[src/hw/rtl/qte_pkg.sv]
`timescale 1ns / 1ps
`default_nettype none

package qte_pkg;

  localparam int COMP_W     = 16;
  localparam int PROD_W     = 32;
  localparam int VEC_W      = 36;
  localparam int ANG_W      = 27;
  localparam int RND_W      = ANG_W + 1;
  localparam int PITCH_W    = 15;
  localparam int EUL_W      = 16;
  localparam int WRAP_W     = 18;
  localparam int THR_W      = 29;
  localparam int SINE_W     = 30;
  localparam int SQ_PROD_W  = 2 * SINE_W;
  localparam int SQ_W       = 58;
  localparam int SQRT_STEPS = 29;
  localparam int ATAN_LEN   = 24;
  localparam int ADDR_W     = 3;
  localparam int DATA_W     = 32;
  localparam int A_SHIFT    = 14;

  localparam logic [THR_W-1:0]        THR_RESET   = 29'd134217594;
  localparam logic signed [VEC_W-1:0] ONE_Q28     = 36'sd268435456;
  localparam logic [SQ_W-1:0]         ONE_Q56     = SQ_W'(1) << 56;
  localparam logic signed [ANG_W-1:0] DEG180_FINE = 27'sd11796480;
  localparam logic signed [RND_W-1:0] RND_HALF    = 28'sd256;
  localparam int                      RND_SHIFT   = 9;

  localparam int HALF_TURN    = 23040;
  localparam int QUARTER_TURN = 11520;
  localparam int FULL_TURN    = 46080;

  localparam logic [0:0] REG_THRESHOLD = 1'b0;

  typedef enum logic [1:0] {
    POLE_NONE  = 2'd0,
    POLE_SOUTH = 2'd1,
    POLE_NORTH = 2'd2
  } pole_t;

  typedef struct packed {
    logic signed [COMP_W-1:0] quat_x;
    logic signed [COMP_W-1:0] quat_y;
    logic signed [COMP_W-1:0] quat_z;
    logic signed [COMP_W-1:0] quat_w;
  } quat_t;

  typedef struct packed {
    logic signed [PITCH_W-1:0] pitch_angle;
    logic signed [EUL_W-1:0]   yaw_angle;
    logic signed [EUL_W-1:0]   roll_angle;
    pole_t                     pole_case;
  } euler_t;

  typedef struct packed {
    logic signed [VEC_W-1:0] yaw_y;
    logic signed [VEC_W-1:0] yaw_x;
    logic signed [VEC_W-1:0] roll_y;
    logic signed [VEC_W-1:0] roll_x;
    logic signed [VEC_W-1:0] sine;
    pole_t                   pole;
  } side_t;

  // atan(2^-i) in 1/65536 degree
  function automatic logic signed [ANG_W-1:0] atan_fine(input int i);
    logic signed [ANG_W-1:0] r;
    unique case (i)
      0:  r = 27'sd2949120;
      1:  r = 27'sd1740967;
      2:  r = 27'sd919879;
      3:  r = 27'sd466945;
      4:  r = 27'sd234379;
      5:  r = 27'sd117304;
      6:  r = 27'sd58666;
      7:  r = 27'sd29335;
      8:  r = 27'sd14668;
      9:  r = 27'sd7334;
      10: r = 27'sd3667;
      11: r = 27'sd1833;
      12: r = 27'sd917;
      13: r = 27'sd458;
      14: r = 27'sd229;
      15: r = 27'sd115;
      16: r = 27'sd57;
      17: r = 27'sd29;
      18: r = 27'sd14;
      19: r = 27'sd7;
      20: r = 27'sd4;
      21: r = 27'sd2;
      22: r = 27'sd1;
      default: r = '0;
    endcase
    return r;
  endfunction

endpackage

`default_nettype wire

[src/hw/rtl/qte_sqrt_cell.sv]
`timescale 1ns / 1ps
`default_nettype none

module qte_sqrt_cell #(
  parameter int STEP = 0
) (
  input  wire logic                      clk,
  input  wire logic                      en,
  input  wire logic [qte_pkg::SQ_W-1:0]  rem_in,
  input  wire logic [qte_pkg::SQ_W-1:0]  root_in,
  output logic      [qte_pkg::SQ_W-1:0]  rem_out,
  output logic      [qte_pkg::SQ_W-1:0]  root_out
);

  localparam logic [qte_pkg::SQ_W-1:0] BIT =
    qte_pkg::SQ_W'(1) << (2 * (qte_pkg::SQRT_STEPS - 1 - STEP));

  logic [qte_pkg::SQ_W-1:0] trial;

  assign trial = root_in + BIT;

  always_ff @(posedge clk) begin
    if (en) begin
      if (rem_in >= trial) begin
        rem_out  <= rem_in - trial;
        root_out <= (root_in >> 1) + BIT;
      end else begin
        rem_out  <= rem_in;
        root_out <= root_in >> 1;
      end
    end
  end

endmodule

`default_nettype wire

[config.mk]
export PLATFORM = sky130hd
export DESIGN_NAME = qte_sqrt_cell
export DESIGN_NICKNAME = d
export VERILOG_FILES = /design/src/hw/rtl/qte_pkg.sv /design/src/hw/rtl/qte_sqrt_cell.sv
export SDC_FILE = /design/constraint.sdc
export NUM_CORES = 1
export LEC_CHECK = 0
export BUFFER_PORTS_ARGS = -buffer_cell sky130_fd_sc_hd__buf_4
export CAP_MARGIN = 10
export CORE_AREA = 10 10 164 166
export DETAILED_ROUTE_END_ITERATION = 8
export DIE_AREA = 0 0 174 176
export SLEW_MARGIN = 20
export SYNTH_ARGS = -nofsm -noshare
export SYNTH_HDL_FRONTEND = slang
export SYNTH_SLANG_ARGS = --single-unit
[constraint.sdc]
create_clock -name clk -period 4.6 [get_ports clk]
set_clock_uncertainty 0.15 [all_clocks]
set_input_delay 0.23 -clock clk [delete_from_list [all_inputs] [get_ports clk]]
set_output_delay 0.23 -clock clk [all_outputs]
set_load 0.02 [all_outputs]
; Word-level counts from Yosys, hierarchy flattened
; Index checks and enable logic that the tools add are counted.
[word_totals]
register_bits = 116
inputBits = 118
out_inout_bits = 116
wordCells = 9
[op_classes]
add_sub_neg = 3
order_cmp = 1
muxes = 2
[ops]
columns = op, count
row1 = $add A57 B57 Y58 const B, 1
row2 = $add A58 B57 Y58 const B, 1
row3 = $ge A58 B58 Y1, 1
row4 = $mux W58, 1
row5 = $sub A58 B58 Y58, 1
row6 = $mux W57, 1

; Depth between registers and ports, before layout
[depth]
word_depth = 3
ltp_mapped = 15
mapped_depth_nobuf = 14

; Worst setup path before layout
; Ideal clock, no wire load.
[synth_timing]
kind = input -> register
from = in rem_in[0] in the netlist's numbering
to = reg rem_out[46] in the netlist's numbering, data pin
setup_time_ns = 0.262
t_arrival_ns = 3.060
t_required_ns = 4.188
path_slack_ns = 1.127
path_stages = 15
path_buffers = 1
path_cell_list = inv_1 > ha_1 > inv_1 > fa_1 > a21o_1 > a221oi_2 > or3_1 > a211o_2 > a211oi_2 > o21ai_1 > nand2_1 > a31o_4 > a31oi_4 > buf_6 > mux2_1
[synth_via]
elab_chain_len = 2
elab_cells_between_ends = 3
classes_between = add/sub (1) / order compare (1) / mux (1)
[synth_lines]
columns = item, line_no
row1 = "start, declared", qte_sqrt_cell.sv:9  ; input wire logic [qte_pkg::SQ_W-1:0] rem_in,
row2 = $sub A58 B58 Y58 / $ge A58 B58 Y1 (equally long branches), "qte_sqrt_cell.sv:25, qte_sqrt_cell.sv:24"
row3 = $mux W58 (*), qte_sqrt_cell.sv:24  ; if (rem_in >= trial) begin
row4 = "end signal, assigned", qte_sqrt_cell.sv:25  ; rem_out <= rem_in - trial;
row5 = "end signal, assigned", qte_sqrt_cell.sv:28  ; rem_out <= rem_in;
row6 = "end, declared", qte_sqrt_cell.sv:11  ; output logic [qte_pkg::SQ_W-1:0] rem_out,
; Every way passes the cells marked *; elsewhere a longest branch is shown, timed or not.
; A chain may end at the register's enable or synchronous reset.

; Worst setup path in the final report
[layout_timing]
from = in root_in[1] in the netlist's numbering
to = reg rem_out[57] in the netlist's numbering, data pin
[layout_via]
elab_chain_len = 3
elab_cells_between_ends = 4
classes_between = add/sub (2) / order compare (1) / mux (1)
[layout_lines]
columns = item, line_no
row1 = "start, declared", qte_sqrt_cell.sv:10  ; input wire logic [qte_pkg::SQ_W-1:0] root_in,
row2 = $add A58 B57 Y58 (*), qte_sqrt_cell.sv:20  ; assign trial = root_in + BIT;
row3 = $sub A58 B58 Y58 / $ge A58 B58 Y1 (equally long branches), "qte_sqrt_cell.sv:25, qte_sqrt_cell.sv:24"
row4 = $mux W58 (*), qte_sqrt_cell.sv:24
; Marked as above.

==> results_dict.tcl <==
set metrics [dict create \
    drv_cap 0 \
    grt_use_total_pct 16.6 \
    start_util_pct 34.0 \
    layoutNonFillerInstCount 1430 \
    syn_to_final_growth_pct 46.3 \
    vias_per_cell 5.04 \
    drv_slew 0 \
    status "complete, no violations" \
    wirelength_mm 26.3 \
    dieArea_um2 30600 \
    wl_met1_mm 11.8 \
    crit_chain "dlygate4sd3_1 > buf_4 > inv_1 > ha_1 > nor2b_1 > o2111ai_1 > a311o_1 > a31oi_1 > a311oi_1 > buf_4 > o31ai_1 > nand4_1 > o21ai_0 > xor2_1 > mux2_4" \
    cts_max_path_buffers 2 \
    highest_layer "met4" \
    critPathLaunchType "input pin" \
    rsz0062_at_grt "no" \
    worstPathMaxFanout 4 \
    rows 57 \
    die_x_um 174 \
    irDropWorstVdd_mv 0.210 \
    synth_flop_cell "edfxtp_1" \
    synth_seq_cells 116 \
    critPathBufInv 4 \
    post-place-cells 1287 \
    top_level_ports 234 \
    crit_path_top_delay_cell "dlygate4sd3_1" \
    dr.pass1.iters 5 \
    synth.avg_cell_area_um2 10.7 \
    ys_seq_area_share_pct 42.9 \
    yosysWarnings 0 \
    max_freq_mhz 237 \
    setup_viol 0 \
    drive_above_1_share_pct 29.7 \
    worst_pin_slew_ns 0.892 \
    finalCritPeriodShare_pct 91.7 \
    syn_area_um2 8110 \
    grt_max_degree 62 \
    fin_crit_ns 4.22 \
    hold_violations 0 \
    end_kind "register" \
    vias 7204 \
    grt_remaining_overflow 0 \
    cp.arrival_ns 4.25 \
    power.leakage_nw 5.31 \
    grt_pass1_vias 7489 \
    cp_common_cell "buf_4" \
    gp_congestion 0.852 \
    portBuffers 233 \
    slew_headroom_pct 40.2 \
    cts_tree "yes" \
    drc 0 \
    core_area_um2 23800 \
    drtIter0Drc 483 \
    async_flop_share_pct 0 \
    met2_length_mm 12.4 \
    synth_cell_types 62 \
    wl_per_cell_um 18.4 \
    max_stage_delay_ns 0.56 \
    power_density_nw_per_um2 347 \
    grt_pass1_wl_mm 40.9 \
    hp-class "in -> reg" \
    cts_inserted_buffers 17 \
    syn_nets 937 \
    critPathTopFamily "compound AO/OA/AOI/OAI gates" \
    ctsHtreeMaxLevel 4 \
    totalNegativeSetupSlack_ns 0 \
    worstSetupPathType "in -> reg" \
    die_y_um 176 \
    synth_enable_flop_cells 116 \
    antenna_cells 0 \
    antenna_found_initial 0 \
    nFillCells 2218 \
    wl_met3_mm 1.67 \
    antenna_left 0 \
    cp.required_ns 4.63 \
    synthCells 760 \
    path_clk_slew_ns 0.06 \
    cts.sinks 116 \
    cts_root_buf "clkbuf_16" \
    dp_hpwl_mm 20.0 \
    final_nets 1271 \
    ctsResizeCount 0 \
]
## final cells by class
| type | count | area (um2) | area share (%) |
|---|---|---|---|
| multi-input combinational | 538 | 4180 | 35.2 |
| sequential | 116 | 3480 | 29.4 |
| timing repair buffer | 350 | 2930 | 24.7 |
| tap | 324 | 405 | 3.42 |
| inverter | 71 | 267 | 2.25 |
| clock buffer | 19 | 433 | 3.65 |
| clock inverter | 12 | 163 | 1.37 |
## where the power goes
group	internal, W	switching [W]	total (W)	leakage [nW]
sequential	0.00132	0.0000376	0.00136	1.14
clock	0.000894	0.000494	0.00139	0.287
combinational	0.000655	0.000711	0.00137	3.89
total	0.00287	0.00124	0.00412	5.31
## through the flow
stage	area [um2]	power (W)	hold slack [ns]	setup WS, ns	util [%]
2_1_floorplan	8110	0.00220	0.179	1.13	-
3_3_place_gp	10100	0.00265	0.268	0.560	42.6
3_5_place_dp	10100	0.00267	0.269	0.497	42.6
4_1_cts	11900	0.00415	0.000474	0.438	49.8
5_1_grt	11900	0.00430	0.0290	0.176	49.8
6_report	11900	0.00412	0.0201	0.380	49.8
## Yosys cell counts, types with 6 or more instances
master | number | area (um2)
a21o_1 | 28 | 210
a21oi_1 | 74 | 370
a31oi_1 | 8 | 50.1
and3_1 | 6 | 37.5
buf_6 | 6 | 67.6
clkbuf_1 | 26 | 97.6
edfxtp_1 | 116 | 3480
ha_1 | 58 | 726
inv_1 | 71 | 267
mux2_4 | 54 | 811
nand2_1 | 49 | 184
nand3_1 | 16 | 80.1
nand4_1 | 20 | 125
nor2_1 | 29 | 109
nor2b_1 | 9 | 56.3
nor3_1 | 14 | 70.1
o21ai_0 | 39 | 195
o21bai_1 | 12 | 90.1
xnor2_1 | 34 | 298
xor2_1 | 22 | 193
## cells by family (layout without fill, tap and decap cells)
kind of cell	after synthesis	in the layout	synth area share [%]
simple gates	163	163	9.95
xor+xnor	56	56	6.05
compound gates	202	202	15.8
flops	116	116	42.9
buf+inv	106	452	5.51
mux	58	58	10.5
fa+ha+maj	59	59	9.19
## final timing paths
| path | start | to | slack (ns) | cells past startpoint |
|---|---|---|---|---|
| min | rem_in[42] | rem_out[42] | 0.02 | 3 |
| max | root_in[1] | rem_out[57] | 0.38 | 15 |
## cells in the final DEF (no fill, tap or decap), types with 20 or more instances in the layout
| cell | count |
|---|---|
| ha_1 | 58 |
| nor2_1 | 29 |
| a21o_1 | 28 |
| xnor2_1 | 34 |
| edfxtp_1 | 116 |
| a21oi_1 | 74 |
| nand4_1 | 20 |
| inv_1 | 71 |
| buf_4 | 236 |
| xor2_1 | 22 |
| o21ai_0 | 39 |
| nand2_1 | 49 |
| dlygate4sd3_1 | 112 |
| mux2_4 | 54 |
## sequential cells by signal, summed over array words and instances, names as in the netlist
register	count
root_out	58
rem_out	58
## what timing repair did
action,CTS,global route
hold buffers,112,0
buffers inserted,0,0
endpoints found under the hold margin,113,0
## routing by layer
layer | global-route usage [%] | vias up
li1 | - | 3470
met1 | 21.4 | 3470
met2 | 26.9 | 240
met3 | 4.57 | 24
met4 | 4.24 | 0
met5 | 0 | -
Note: power is estimated with default switching activity, not from simulation.
