## src/hw/rtl/qte_pkg.sv

```systemverilog
`timescale 1ns / 1ps
`default_nettype none

package qte_pkg;

  localparam int COMP_W     = 16;
  localparam int PROD_W     = 32;
  localparam int VEC_W      = 36;
  localparam int ANG_W      = 27;
  localparam int RND_W      = ANG_W + 1;
  localparam int PITCH_W    = 15;
  localparam int EUL_W      = 16;
  localparam int WRAP_W     = 18;
  localparam int THR_W      = 29;
  localparam int SINE_W     = 30;
  localparam int SQ_PROD_W  = 2 * SINE_W;
  localparam int SQ_W       = 58;
  localparam int SQRT_STEPS = 29;
  localparam int ATAN_LEN   = 24;
  localparam int ADDR_W     = 3;
  localparam int DATA_W     = 32;
  localparam int A_SHIFT    = 14;

  localparam logic [THR_W-1:0]        THR_RESET   = 29'd134217594;
  localparam logic signed [VEC_W-1:0] ONE_Q28     = 36'sd268435456;
  localparam logic [SQ_W-1:0]         ONE_Q56     = SQ_W'(1) << 56;
  localparam logic signed [ANG_W-1:0] DEG180_FINE = 27'sd11796480;
  localparam logic signed [RND_W-1:0] RND_HALF    = 28'sd256;
  localparam int                      RND_SHIFT   = 9;

  localparam int HALF_TURN    = 23040;
  localparam int QUARTER_TURN = 11520;
  localparam int FULL_TURN    = 46080;

  localparam logic [0:0] REG_THRESHOLD = 1'b0;

  typedef enum logic [1:0] {
    POLE_NONE  = 2'd0,
    POLE_SOUTH = 2'd1,
    POLE_NORTH = 2'd2
  } pole_t;

  typedef struct packed {
    logic signed [COMP_W-1:0] quat_x;
    logic signed [COMP_W-1:0] quat_y;
    logic signed [COMP_W-1:0] quat_z;
    logic signed [COMP_W-1:0] quat_w;
  } quat_t;

  typedef struct packed {
    logic signed [PITCH_W-1:0] pitch_angle;
    logic signed [EUL_W-1:0]   yaw_angle;
    logic signed [EUL_W-1:0]   roll_angle;
    pole_t                     pole_case;
  } euler_t;

  typedef struct packed {
    logic signed [VEC_W-1:0] yaw_y;
    logic signed [VEC_W-1:0] yaw_x;
    logic signed [VEC_W-1:0] roll_y;
    logic signed [VEC_W-1:0] roll_x;
    logic signed [VEC_W-1:0] sine;
    pole_t                   pole;
  } side_t;

  // atan(2^-i) in 1/65536 degree
  function automatic logic signed [ANG_W-1:0] atan_fine(input int i);
    logic signed [ANG_W-1:0] r;
    unique case (i)
      0:  r = 27'sd2949120;
      1:  r = 27'sd1740967;
      2:  r = 27'sd919879;
      3:  r = 27'sd466945;
      4:  r = 27'sd234379;
      5:  r = 27'sd117304;
      6:  r = 27'sd58666;
      7:  r = 27'sd29335;
      8:  r = 27'sd14668;
      9:  r = 27'sd7334;
      10: r = 27'sd3667;
      11: r = 27'sd1833;
      12: r = 27'sd917;
      13: r = 27'sd458;
      14: r = 27'sd229;
      15: r = 27'sd115;
      16: r = 27'sd57;
      17: r = 27'sd29;
      18: r = 27'sd14;
      19: r = 27'sd7;
      20: r = 27'sd4;
      21: r = 27'sd2;
      22: r = 27'sd1;
      default: r = '0;
    endcase
    return r;
  endfunction

endpackage

`default_nettype wire

```

## src/hw/rtl/qte_cordic_cell.sv

```systemverilog
`timescale 1ns / 1ps
`default_nettype none

module qte_cordic_cell #(
  parameter int STEP = 0
) (
  input  wire logic                               clk,
  input  wire logic                               en,
  input  wire logic signed [qte_pkg::VEC_W-1:0]   x_in,
  input  wire logic signed [qte_pkg::VEC_W-1:0]   y_in,
  input  wire logic signed [qte_pkg::ANG_W-1:0]   z_in,
  output logic      signed [qte_pkg::VEC_W-1:0]   x_out,
  output logic      signed [qte_pkg::VEC_W-1:0]   y_out,
  output logic      signed [qte_pkg::ANG_W-1:0]   z_out
);

  localparam logic signed [qte_pkg::ANG_W-1:0] ATAN = qte_pkg::atan_fine(STEP);

  logic signed [qte_pkg::VEC_W-1:0] xs;
  logic signed [qte_pkg::VEC_W-1:0] ys;

  assign xs = x_in >>> STEP;
  assign ys = y_in >>> STEP;

  always_ff @(posedge clk) begin
    if (en) begin
      if (!y_in[qte_pkg::VEC_W-1]) begin
        x_out <= x_in + ys;
        y_out <= y_in - xs;
        z_out <= z_in + ATAN;
      end else begin
        x_out <= x_in - ys;
        y_out <= y_in + xs;
        z_out <= z_in - ATAN;
      end
    end
  end

endmodule

`default_nettype wire

```

## src/hw/rtl/qte_cordic.sv

```systemverilog
`timescale 1ns / 1ps
`default_nettype none

module qte_cordic #(
  parameter int STAGES = 16
) (
  input  wire logic                              clk,
  input  wire logic                              en,
  input  wire logic signed [qte_pkg::VEC_W-1:0]  vec_y,
  input  wire logic signed [qte_pkg::VEC_W-1:0]  vec_x,
  output logic      signed [qte_pkg::EUL_W-1:0]  angle
);

  logic signed [qte_pkg::VEC_W-1:0] x_c [STAGES+1];
  logic signed [qte_pkg::VEC_W-1:0] y_c [STAGES+1];
  logic signed [qte_pkg::ANG_W-1:0] z_c [STAGES+1];
  logic        [STAGES:0]           zero_d;
  logic signed [qte_pkg::RND_W-1:0] z_rnd;

  // quadrant fold
  always_ff @(posedge clk) begin
    if (en) begin
      zero_d[0] <= (vec_x == '0) && (vec_y == '0);
      if (vec_x[qte_pkg::VEC_W-1]) begin
        x_c[0] <= -vec_x;
        y_c[0] <= -vec_y;
        z_c[0] <= vec_y[qte_pkg::VEC_W-1] ? -qte_pkg::DEG180_FINE : qte_pkg::DEG180_FINE;
      end else begin
        x_c[0] <= vec_x;
        y_c[0] <= vec_y;
        z_c[0] <= '0;
      end
      zero_d[STAGES:1] <= zero_d[STAGES-1:0];
    end
  end

  for (genvar i = 0; i < STAGES; i++) begin : g_cell
    qte_cordic_cell #(.STEP(i)) u_cell (
      .clk   (clk),
      .en    (en),
      .x_in  (x_c[i]),
      .y_in  (y_c[i]),
      .z_in  (z_c[i]),
      .x_out (x_c[i+1]),
      .y_out (y_c[i+1]),
      .z_out (z_c[i+1])
    );
  end

  assign z_rnd = (qte_pkg::RND_W'(z_c[STAGES]) + qte_pkg::RND_HALF) >>> qte_pkg::RND_SHIFT;

  always_ff @(posedge clk) begin
    if (en) begin
      if (zero_d[STAGES]) begin
        angle <= '0;
      end else if (z_rnd > qte_pkg::HALF_TURN) begin
        angle <= qte_pkg::EUL_W'(qte_pkg::HALF_TURN);
      end else if (z_rnd < -qte_pkg::HALF_TURN) begin
        angle <= qte_pkg::EUL_W'(-qte_pkg::HALF_TURN);
      end else begin
        angle <= z_rnd[qte_pkg::EUL_W-1:0];
      end
    end
  end

endmodule

`default_nettype wire

```

## config.mk

```make
export PLATFORM = sky130hd
export DESIGN_NAME = qte_cordic
export DESIGN_NICKNAME = d
export VERILOG_FILES = /design/src/hw/rtl/qte_pkg.sv /design/src/hw/rtl/qte_cordic_cell.sv /design/src/hw/rtl/qte_cordic.sv
export SDC_FILE = /design/constraint.sdc
export NUM_CORES = 2
export LEC_CHECK = 0
export BUFFER_PORTS_ARGS = -buffer_cell sky130_fd_sc_hd__buf_2
export CORE_MARGIN = 2
export CORE_UTILIZATION = 55
export DETAILED_ROUTE_END_ITERATION = 8
export PLACE_DENSITY = 0.72
export SLEW_MARGIN = 15
export SYNTH_ARGS = -nofsm -noshare
export SYNTH_HDL_FRONTEND = slang
export SYNTH_SLANG_ARGS = --single-unit
```

## constraint.sdc

```tcl
create_clock -name clk -period 6.4 [get_ports clk]
set_clock_uncertainty 0.2 [all_clocks]
set_input_delay 0.96 -clock clk [delete_from_list [all_inputs] [get_ports clk]]
set_output_delay 0.96 -clock clk [all_outputs]
set_load 0.02 [all_outputs]
```

Word-level counts from Yosys, hierarchy flattened
Cells that the tools add are included.
{ "totals": {"ff_bits": 1608, "in_bits": 74, "output_inout_bits": 16, "word_cells": 202} }
{ "classes": {"n_addsub": 92, "order_cmp": 2, "muxes": 50, "n_reduce_logical": 5} }
{ "ops": {"columns": ["operator", "count"], "rows": [
  ["2-to-1 mux 36 bit", 30],
  ["2-to-1 mux 27 bit", 17],
  ["adder 36 x 23 -> 36 bit", 2],
  ["adder 36 x 24 -> 36 bit", 2],
  ["adder 36 x 25 -> 36 bit", 2],
  ["adder 36 x 26 -> 36 bit", 2],
  ["adder 36 x 27 -> 36 bit", 2],
  ["adder 36 x 28 -> 36 bit", 2],
  ["adder 36 x 29 -> 36 bit", 2],
  ["adder 36 x 30 -> 36 bit", 2],
  ["adder 36 x 31 -> 36 bit", 2],
  ["adder 36 x 32 -> 36 bit", 2],
  ["adder 36 x 33 -> 36 bit", 2],
  ["adder 36 x 34 -> 36 bit", 2],
  ["adder 36 x 35 -> 36 bit", 2],
  ["logical NOT 36 bit", 2],
  ["negation 36 bit", 2],
  ["subtractor 36 x 23 -> 36 bit", 2],
  ["subtractor 36 x 24 -> 36 bit", 2],
  ["subtractor 36 x 25 -> 36 bit", 2],
  ["subtractor 36 x 26 -> 36 bit", 2],
  ["subtractor 36 x 27 -> 36 bit", 2],
  ["subtractor 36 x 28 -> 36 bit", 2],
  ["subtractor 36 x 29 -> 36 bit", 2],
  ["other kinds (51)", 58]
]} }

Longest topological paths before layout
{ "depth": {"ltp_word": 4, "depth_mapped": 22, "ltp_nobuf": 21} }

By module
Synthesis repeated with hierarchy kept, for this count alone.
{ "unflattened": {"hier_cells": 16523, "area_unflattened_um2": 152378.6} }
{ "by_module_without_submodules": {"columns": ["mod", "n_inst", "cells_each", "area_each_um2", "seq_area_each_um2"], "rows": [
  ["qte_cordic_cell (g_cell[0].u_cell)", 1, 1109, 9601.7, 2942.8],
  ["qte_cordic_cell (g_cell[2].u_cell)", 1, 1050, 9492.9, 2972.9],
  ["qte_cordic_cell (g_cell[1].u_cell)", 1, 1029, 9431.5, 2972.9],
  ["qte_cordic_cell (g_cell[6].u_cell)", 1, 1040, 9308.9, 2972.9],
  ["qte_cordic_cell (g_cell[10].u_cell)", 1, 1010, 9301.4, 2972.9],
  ["qte_cordic_cell (g_cell[9].u_cell)", 1, 995, 9267.6, 2972.9],
  ["qte_cordic_cell (g_cell[3].u_cell)", 1, 1009, 9217.6, 2972.9],
  ["qte_cordic_cell (g_cell[8].u_cell)", 1, 1009, 9182.6, 2972.9],
  ["qte_cordic_cell (g_cell[15].u_cell)", 1, 1004, 9136.3, 2972.9],
  ["qte_cordic_cell (g_cell[12].u_cell)", 1, 1006, 9110.0, 2972.9],
  ["qte_cordic_cell (g_cell[4].u_cell)", 1, 962, 9034.9, 2972.9],
  ["qte_cordic_cell (g_cell[13].u_cell)", 1, 996, 9028.7, 2972.9],
  ["qte_cordic_cell (g_cell[5].u_cell)", 1, 977, 9018.6, 2972.9],
  ["qte_cordic_cell (g_cell[11].u_cell)", 1, 972, 8978.6, 2972.9],
  ["3 more rows", null, null, null, null]
]} }

Worst setup path before layout
OpenSTA, ideal clock, no wires.
{ "synth_timing": {"path_type": "reg-to-reg", "from": "register, netlist name g_cell[10].u_cell.y_out[35]", "to": "register, netlist name g_cell[11].u_cell.x_out[35]", "setup_time_ns": 0.259, "t_arrival_ns": 4.557, "required_time_ns": 5.941, "slack_ns": 1.384, "path_stages_with_launch": 16, "path_buffers": 2, "period_less_slack_ns": 5.016, "cell_sequence": "edfxtp_1 -> buf_1 -> buf_1 -> mux2i_1 -> ha_1 -> nor2b_1 -> o31a_1 -> o31ai_1 -> a211oi_1 -> a21o_1 -> a221o_1 -> o41ai_1 -> nor2_1 -> a2111oi_0 -> a21oi_1 -> xnor2_1"} }
{ "synth_via": {"elab_chain_len": 2, "word_cells_on_any_way": 3, "classes_between": "add/sub: 2; mux: 1"} }
{ "synth_lines": {"columns": ["item", "line_no", "source"], "rows": [
  ["adder 36 x 25 -> 36 bit / subtractor 36 x 25 -> 36 bit (equally long branches)", "qte_cordic_cell.sv:28, qte_cordic_cell.sv:32", null],
  ["2-to-1 mux 36 bit *", "qte_cordic_cell.sv:27", "if (!y_in[qte_pkg::VEC_W-1]) begin"]
]} }
Every way passes the cells marked *; elsewhere a longest branch is shown, timed or not.
A chain may end at the register's enable or synchronous reset.

Worst setup path in the final report
{ "layout_timing": {"from": "register, netlist name g_cell[5].u_cell.y_out[9]", "to": "register, netlist name g_cell[6].u_cell.x_out[35]"} }
{ "layout_via": {"elab_chain_len": 2, "word_cells_on_any_way": 3, "classes_between": "add/sub: 2; mux: 1"} }
{ "layout_lines": {"columns": ["item", "line_no"], "rows": [
  ["adder 36 x 30 -> 36 bit / subtractor 36 x 30 -> 36 bit (equally long branches)", "qte_cordic_cell.sv:28, qte_cordic_cell.sv:32"],
  ["2-to-1 mux 36 bit *", "qte_cordic_cell.sv:27"]
]} }
Marked as above.

==> results.py <==
metrics = {
    "status": {
        "result_of_the_run": "completed",
    },
    "die": {
        "initial_utilization_pct": 55.2,
        "dieArea_sq_um": 237000,
        "die_width_microns": 487,
        "core_area_sq_um": 232000,
        "chipHeight_microns": 487,
        "num_io_pins": 90,
        "fp-row-count": 177,
    },
    "clock_network": {
        "clk_path_buf_depth": 3,
        "ctsHoldBuffers": 0,
        "cts_tree": "yes",
        "post_cts_buffers": 0,
        "clock_buffer_count_from_cts": 176,
        "post_cts_resize_count": 0,
        "cts.reportedPaths.clkPinSlew_ns": 0.06,
        "worstSkewPairLatency_ns": 0.85,
        "htree_num_levels": 4,
        "clockRootBuffer": "clkbuf_16",
        "clock_sink_count": 1481,
    },
    "finish": {
        "final_layout_size_suffix_gt1_share_pct": 4.19,
        "postLayoutCellArea_sq_um": 138000,
        "nets": 15400,
        "syn_to_final_growth_pct": 7.92,
        "layout_commonest_cell": "edfxtp_1",
        "layout.filler_cells": 20200,
        "layout_common_cells": "edfxtp_1, a21oi_1, ha_1",
        "finish.utilization_pct": 59.6,
    },
    "critical_path": {
        "crit_path_max_incr_delay_ns": 0.66,
        "crit_family": "compound AO/OA/AOI/OAI gates",
        "req_time_crit_path_ns": 6.78,
        "timing.critical_path.from_type": "register",
        "critPathKind": "reg2reg",
        "worst_ep_arrival_time_ns": 5.91,
        "ff2ff_path_depth": 16,
        "crit_chain": "or3_1, nor3b_1, a31oi_1, xnor2_1, ha_1, a21oi_1, o21ai_0, a2111oi_0, o21bai_1, nor3_1, a21bo_2, o21ai_0, a31oi_1, o21bai_1, a2111oi_0, nor3_1",
        "setup.worst_path.end_class": "register",
        "worst-path-max-fanout": 6,
        "worstSetupPathDepth": 16,
        "critical_path.n_buffers_inverters": 0,
        "slowest_stage": "nor3b_1",
    },
    "synthesis": {
        "synthFlopType": "edfxtp_1",
        "yosys_warnings": 0,
        "avgSynthCellArea_sq_um": 9.34,
        "muxShareOfSynthArea_pct": 0.642,
        "main_combinational_cell_family_by_area_after_synthesis": "compound AO/OA/AOI/OAI gates",
        "synth_xor_xnor_area_share_pct": 13.3,
        "synthAdderAreaFrac_pct": 14.7,
        "synth_cell_type_count": 87,
        "synth_compound_gate_area_share_pct": 19.5,
        "synth-seq-cells": 1481,
        "fraction_of_registers_with_async_set_reset_pct": 0,
        "mappedNetlistArea_sq_um": 128000,
        "post_synth_inst_count": 13700,
        "post_synth_and_or_nand_nor_area_fraction_pct": 14.4,
        "number_of_flops_mapped_to_enable_cells_by_yosys": 1481,
        "number_of_nets_in_the_synthesized_netlist": 15300,
        "synth.yosys.seq_area_share_pct": 34.7,
    },
    "global_route": {
        "initial_antenna_violation_count": 1,
        "aggregate_global_route_resource_usage_pct": 26.3,
        "grt_first_pass_wirelength_mm": 508,
        "grt_max_degree": 169,
        "gr-total-overflow": 0,
        "grt_pass1_vias": 95900,
    },
    "placement": {
        "port_buffers": 89,
        "gp_congestion": 0.990,
        "placed_cell_area_sq_um": 132000,
        "dp.final_hpwl_mm": 253,
    },
    "route": {
        "drt_first_pass_iters": 8,
        "wl_per_cell_microns": 18.7,
        "detail-route-antenna-nets": 0,
        "route.detailed.vias_per_inst": 5.94,
        "routed-via-count": 101000,
        "drt_iter0_drc": 7560,
        "remaining_drc_errors": 0,
        "postRouteWirelength_mm": 319,
    },
    "hold_path": {
        "min_path_type": "in2reg",
        "whs_path_depth": 1,
    },
    "timing": {
        "finalSetupViolations": 0,
        "slew_violations": 0,
        "timing_hold_violations_final": 0,
        "finalSetupTns_ns": 0,
        "hold_slack_ns": 0.162,
        "finalCriticalPeriod_ns": 5.53,
        "worst_slew_pin_slew_ns": 1.02,
        "setup_repair_after_global_routing_missed_its_margin": "false",
        "period_utilisation_layout_pct": 86.4,
        "fmaxAchievable_ghz": 0.181,
        "maxSlewHeadroom_pct": 31.5,
    },
    "run": {
        "reported_max_cap_violation_count": 0,
    },
}
## sequential cells by signal, indices dropped and copies added, names as in the netlist
signal,count
angle,16
g_cell.u_cell.x_out,489
g_cell.u_cell.y_out,505
g_cell.u_cell.z_out,379
x_c,36
y_c,36
z_c,3
zero_d,17
## worst reg2reg max path: stages, from the launching register on
cell	delay, ns
edfxtp_1	0.45
or3_1	0.42
nor3b_1	0.66
a31oi_1	0.22
xnor2_1	0.18
ha_1	0.38
a21oi_1	0.21
o21ai_0	0.12
a2111oi_0	0.52
o21bai_1	0.14
nor3_1	0.21
a21bo_2	0.21
o21ai_0	0.15
a31oi_1	0.51
o21bai_1	0.23
a2111oi_0	0.40
nor3_1	0.09
## layer usage
metal / GRT usage (%) / routed length (microns) / part of all wire, %
met5: 0 / 0 / 0
met4: 14.1 / 19000 / 6.0
met3: 2.96 / 13900 / 4.4
met2: 46.0 / 154000 / 48
met1: 31.7 / 132000 / 41
## synth_stat cells (25+ instances only)
cell	instances	area, sq um
a2111oi_0	34	298
a211o_1	43	377
a211oi_1	74	556
a21boi_0	61	458
a21o_1	630	4730
a21oi_1	1465	7330
a221oi_1	32	280
a31o_2	27	236
a31oi_1	161	1010
a41oi_1	25	219
and2_1	104	651
and3_1	149	932
buf_1	38	143
clkbuf_1	189	709
edfxtp_1	1481	44500
fa_1	39	781
ha_1	1446	18100
inv_1	656	2460
mux2_2	41	462
mux2i_1	36	360
nand2_1	676	2540
nand2b_1	210	1310
nand3_1	203	1020
nand4_1	98	613
nor2_1	1378	5170
nor2b_1	217	1360
nor3_1	383	1920
nor3b_1	33	248
nor4_1	130	813
o211ai_1	61	458
o21a_1	199	1490
o21ai_0	674	3370
o21bai_1	173	1300
o31a_1	31	272
o31ai_1	73	548
o41ai_1	65	569
or2_2	31	194
or3_1	95	594
or4_1	30	225
xnor2_1	1297	11400
xor2_1	655	5740
## per-stage QoR
| stage | setup slack, ns | cells |
|---|---|---|
| floorplan | 1.38 | 13700 |
| global placement | 1.06 | 16700 |
| detailed placement | 0.945 | 16700 |
| CTS | 0.921 | 17000 |
| global route | 0.382 | 17000 |
| finish | 0.869 | 17000 |
## layout make-up
cell class	instances	area (sq um)	share of cell area (%)
Multi-Input combinational cell	11300	80300	58.1
Sequential cell	1481	44500	32.2
Clock buffer	215	4570	3.31
Tap cell	3043	3810	2.75
Inverter	663	2490	1.80
Clock inverter	110	1320	0.954
Timing Repair Buffer	187	1300	0.938
Antenna cell	2	5.00	0.00362
## path summary, 6_finish.rpt
| kind | from | to | slack, ns |
|---|---|---|---|
| max reg2reg | g_cell[5].u_cell.y_out[9] | g_cell[6].u_cell.x_out[35] | 0.87 |
| min reg2reg | zero_d[2] | zero_d[3] | 0.21 |
| min | vec_x[0] | x_c[576] | 0.16 |
| max | g_cell[5].u_cell.y_out[9] | g_cell[6].u_cell.x_out[35] | 0.87 |
## cell families after synthesis
kind of cell	after synthesis
DFF	1481
buffers and inverters	891
and+or+nand+nor	3835
AOI/OAI and AO/OA	3993
adders and majority gates	1485
xor gates and xnor gates	1952
muxes	77
Power is left out: the tool's default activity adds up to more than one toggle a clock period on the data nets, which glitch-free logic cannot reach.
